[src/mrit_pkg.sv]
package mrit_pkg;

    // Operation codes of an input item.
    localparam logic [1:0] OP_WRITE = 2'd0;
    localparam logic [1:0] OP_LEFT  = 2'd1;
    localparam logic [1:0] OP_RIGHT = 2'd2;

    // Configuration register indexes.
    localparam int CFG_IDX_W = 3;
    localparam int CFG_DATA_W = 9;
    localparam logic [CFG_IDX_W-1:0] CFG_NUM_DIMS = 3'd0;
    localparam logic [CFG_IDX_W-1:0] CFG_EXTENT_0 = 3'd1;
    localparam logic [CFG_IDX_W-1:0] CFG_EXTENT_1 = 3'd2;
    localparam logic [CFG_IDX_W-1:0] CFG_EXTENT_2 = 3'd3;
    localparam logic [CFG_IDX_W-1:0] CFG_EXTENT_3 = 3'd4;

    // Field and datapath widths.
    localparam int NUM_DIMS_W = 3;
    localparam int EXT_W = 9;
    localparam int NUM_EXT_REGS = 4;
    localparam int VALUE_W = 32;
    localparam int OFFSET_W = 32;
    localparam int DIV_CNT_W = 5;

    // Input item.
    typedef struct packed {
        logic [1:0]                operation;
        logic [1:0]                write_dim;
        logic [7:0]                write_slot;
        logic signed [VALUE_W-1:0] write_value;
        logic [OFFSET_W-1:0]       offset;
    } t_in;

    // Result item.
    typedef struct packed {
        logic [1:0]                result_dim;
        logic signed [VALUE_W-1:0] index_value;
        logic                      offset_error;
        logic                      last_of_run;
    } t_out;

    // Commands from the controller to the datapath.
    typedef struct packed {
        logic in_ready;
        logic accept;
        logic start;
        logic div_run;
        logic step_clr;
        logic step_inc;
        logic ram_rd;
        logic out_load_val;
        logic out_load_err;
    } t_cmd;

    // Status from the datapath to the controller.
    typedef struct packed {
        logic       in_valid;
        logic [1:0] op;
        logic       div_last;
        logic       step_last;
        logic       quo_zero;
        logic       out_free;
    } t_sts;

endpackage

[src/mrit_ctrl.sv]
module mrit_ctrl (
    input  logic            i_clk,
    input  logic            i_rst_n,
    input  mrit_pkg::t_sts  i_sts,
    output mrit_pkg::t_cmd  o_cmd
);
    import mrit_pkg::*;

    localparam logic [2:0] S_IDLE  = 3'd0;
    localparam logic [2:0] S_DIV   = 3'd1;
    localparam logic [2:0] S_CHECK = 3'd2;
    localparam logic [2:0] S_READ  = 3'd3;
    localparam logic [2:0] S_LOAD  = 3'd4;
    localparam logic [2:0] S_ERR   = 3'd5;

    logic [2:0] r_state;
    logic [2:0] n_state;

    // State register.
    always_ff @(posedge i_clk) begin
        if (!i_rst_n) begin
            r_state <= S_IDLE;
        end else begin
            r_state <= n_state;
        end
    end

    // Next state and commands.
    always_comb begin
        n_state = r_state;
        o_cmd   = '0;
        case (r_state)
            S_IDLE: begin
                o_cmd.in_ready = 1'b1;
                o_cmd.accept   = i_sts.in_valid;
                if (i_sts.in_valid && (i_sts.op == OP_LEFT || i_sts.op == OP_RIGHT)) begin
                    o_cmd.start = 1'b1;
                    n_state     = S_DIV;
                end
            end
            S_DIV: begin
                o_cmd.div_run = 1'b1;
                if (i_sts.div_last) begin
                    if (i_sts.step_last) begin
                        o_cmd.step_clr = 1'b1;
                        n_state        = S_CHECK;
                    end else begin
                        o_cmd.step_inc = 1'b1;
                    end
                end
            end
            S_CHECK: begin
                // A quotient left over means the offset is past the element count.
                n_state = i_sts.quo_zero ? S_READ : S_ERR;
            end
            S_READ: begin
                o_cmd.ram_rd = 1'b1;
                n_state      = S_LOAD;
            end
            S_LOAD: begin
                if (i_sts.out_free) begin
                    o_cmd.out_load_val = 1'b1;
                    if (i_sts.step_last) begin
                        n_state = S_IDLE;
                    end else begin
                        o_cmd.step_inc = 1'b1;
                        n_state        = S_READ;
                    end
                end
            end
            S_ERR: begin
                if (i_sts.out_free) begin
                    o_cmd.out_load_err = 1'b1;
                    n_state            = S_IDLE;
                end
            end
            default: begin
                n_state = S_IDLE;
            end
        endcase
    end

endmodule

[config.mk]
export PLATFORM = sky130hd
export DESIGN_NAME = mrit_ctrl
export DESIGN_NICKNAME = d
export VERILOG_FILES = /design/src/mrit_pkg.sv /design/src/mrit_ctrl.sv
export SDC_FILE = /design/constraint.sdc
export NUM_CORES = 1
export LEC_CHECK = 0
export BUFFER_PORTS_ARGS = -buffer_cell sky130_fd_sc_hd__clkbuf_2
export CAP_MARGIN = 40
export CORE_AREA = 4 4 41 43
export DETAILED_ROUTE_END_ITERATION = 6
export DIE_AREA = 0 0 45 47
export PLACE_DENSITY_LB_ADDON = 0.05
export SLEW_MARGIN = 10
export SYNTH_ARGS = -nofsm -noshare
export SYNTH_HDL_FRONTEND = slang
export SYNTH_SLANG_ARGS = --single-unit
[constraint.sdc]
create_clock -name i_clk -period 1.6 [get_ports i_clk]
set_clock_uncertainty 0.2 [all_clocks]
set_input_delay 0.32 -clock i_clk [delete_from_list [all_inputs] [get_ports i_clk]]
set_output_delay 0.32 -clock i_clk [all_outputs]
set_load 0.01 [all_outputs]
==> impl_metrics.toml <==
[clock_tree]
clk_pin_slew_ns = 0.04
ctsHoldBuffers = 0
cts_buffers = 3
cts.sinks = 3
htreeDepth = 1
clockBufferDepth = 2
clock_latency_ns = 0.23
cts_tree = "yes"
clock_tree.root_cell = "clkbuf_4"

[worst_setup_path]
path_delay_family = "simple AND/OR/NAND/NOR gates"
critPathLaunchType = "register"
crit_arrival_ns = 1.19
crit_buf_inv = 1
cp.required_ns = 1.08
end_kind = "output port"
cp.depth = 4
cp_slowest_cell = "dfxtp_2"
r2r_cells = 6
path_cells = "nor2b_4 > and2b_2 > and3_1 > buf_2"
cp_max_fo = 4
crit_type = "register to output port"
slowest_delay_ns = 0.32

[cells_and_area]
drive_above_1_share_pct = 62.90
largest_reg_flops = 3
diodes = 0
nNetsFinal = 72
area_delta_synth_final_pct = 79.28
largest_register = "r_state"
reg_top3 = "r_state (3)"

[synth]
ys_ff_latch = 3
synthMuxAreaShare_pct = 3.604
synth_fa_ha_area_share_pct = 0
syn_area_um2 = 277.8
synth_simple_gate_area_share_pct = 44.14
synth-xor-area-share_pct = 3.153
synth_cells = 36
avgSynthCellArea_um2 = 7.716
synth_nets = 45
synth_cell_types = 23
ys_seq_area_share_pct = 21.62
synth_compound_area_share_pct = 20.27
ys_warn_count = 0
synth_top_family_by_area = "simple AND/OR/NAND/NOR gates"

[routing]
vias_per_cell = 4.623
dr.pass1.iters = 4
totalWireLength_um = 808
vias = 356
antenna_left = 0
drc = 0
wl_per_cell_um = 10.49
drt_iter0_drc = 5

[min_path]
min_path_cells = 2
holdCritPathClass = "input port to register"

[power_and_ir_drop]
p_leak_nw = 0.2500
vdd_drop_max_uv = 446.7
power_density_nw_per_um2 = 1485

[timing]
setup_viol = 5
drv_slew = 0
hold_violations = 0
fin_crit_sh_pct = 107.1
min_period_ns = 1.714
rsz0062_at_grt = "yes"
worst_slack_ns = -0.1138
max_slew.worst_pin.slew_ns = 0.2243
fmax_ghz = 0.5835
relSlewSlack_pct = 85.00
finalSetupTns_ns = -0.4121
fin_hold_ws_ns = 0.1337

[placed_design]
gp_congestion = 0.7804
port_buffers = 17

[floorplan]
die_area_um2 = 2115
pin_count = 18
start_util_pct = 21.35
rows = 13
core-area_um2 = 1301
die_x_um = 45
die_h_um = 47

[grt]
grt_pass1_vias = 317
track_usage_pct = 8.360
grt_start_max_net_pins = 8
antenna_found_initial = 0
grt_pass1_wl_um = 1255
overflow = 0

[status]
violations = "negative setup slack"
status = "finished, violations left"

[run]
maxCapViolations = 0
-- cells by family after synthesis --
logic type	after synthesis
AND/OR/NAND/NOR	21
AO/OA/AOI/OAI	7
flip-flops	3
buffers and inverters	3
XOR/XNOR	1
multiplexers	1
-- worst paths after layout --
path / endpoint / start / slack, ns
max: o_cmd[4] / r_state[0]$_SDFFE_PN0P_ / -0.11
min reg2reg: r_state[0]$_SDFFE_PN0P_ / r_state[2]$_SDFFE_PN0P_ / 0.48
min: r_state[2]$_SDFFE_PN0P_ / i_rst_n / 0.13
max reg2reg: r_state[1]$_SDFFE_PN0P_ / r_state[2]$_SDFFE_PN0P_ / 0.20
-- synth_stat cells --
master     instances  area share (%)
o32ai_1            1             3.2
a21boi_2           1             4.1
xor2_1             1             3.2
and2b_1            1             2.7
o22ai_1            1             2.3
buf_2              1             1.8
o21ai_0            1             1.8
nor2b_2            1             3.2
a2bb2oi_2          1             5.4
nor2_1             3             4.1
nand2b_1           2             4.5
nor3_2             1             3.6
mux2i_1            1             3.6
buf_6              1             4.1
nor3b_1            1             2.7
and3_1             3             6.8
and2_1             3             6.8
inv_1              1             1.4
a21oi_1            2             3.6
dfxtp_1            3              22
nand3b_1           1             2.7
nand2_1            4             5.4
nor3_1             1             1.8
-- through the flow --
step / util (%) / setup slack [ns] / std cells / power, mW / cell area, um2
floorplan: - / 0.01521 / 36 / 0.3487 / 277.8
global placement: 29.23 / 0.07336 / 68 / 0.4459 / 380.4
detailed placement: 29.23 / 0.06205 / 68 / 0.4377 / 380.4
CTS: 35.87 / -0.1162 / 75 / 0.7067 / 466.7
global route: 38.27 / -0.1675 / 77 / 0.7926 / 498.0
finish: 38.27 / -0.1138 / 77 / 0.7393 / 498.0
-- layout by cell type, fill, tap and decap left out, types with 2 or more instances in the layout --
cell / n
nand2_1: 3
buf_4: 6
clkbuf_4: 3
nor3_4: 2
clkbuf_2: 9
and2_1: 3
nor2_1: 3
buf_6: 2
dfxtp_4: 2
and3_1: 3
nand2b_1: 2
buf_2: 7
-- report_power, final --
part	internal, mW	total (mW)	leakage, nW	switching, mW
clock network	0.0936	0.134	0.0150	0.0407
logic	0.282	0.483	0.209	0.201
registers	0.0981	0.122	0.0264	0.0236
-- layer usage --
layer / track usage [%] / routed length (um)
met1: 8.597 / 325
met2: 13.84 / 421
met3: 2.682 / 62
met5: 0 / 0
met4: 7.018 / 0
-- final cells by class --
| cell class | instances | area, um2 |
|---|---|---|
| well taps | 15 | 18.77 |
| multi-input cells | 30 | 232.7 |
| flip-flops and latches | 3 | 68.82 |
| inverters | 1 | 3.754 |
| fillers | 148 | 803.3 |
| repair buffers | 24 | 147.6 |
| clock buffers | 4 | 26.28 |
-- repair_timing --
item / 4_1_cts / 5_1_grt
setup buffers: 3 / 2
setup endpoints to repair: 8 / 8
pin swaps: 2 / 2
cloned: 0 / 0
gates resized for setup: 11 / 12
No activity file was read; power rests on OpenSTA's default activity.
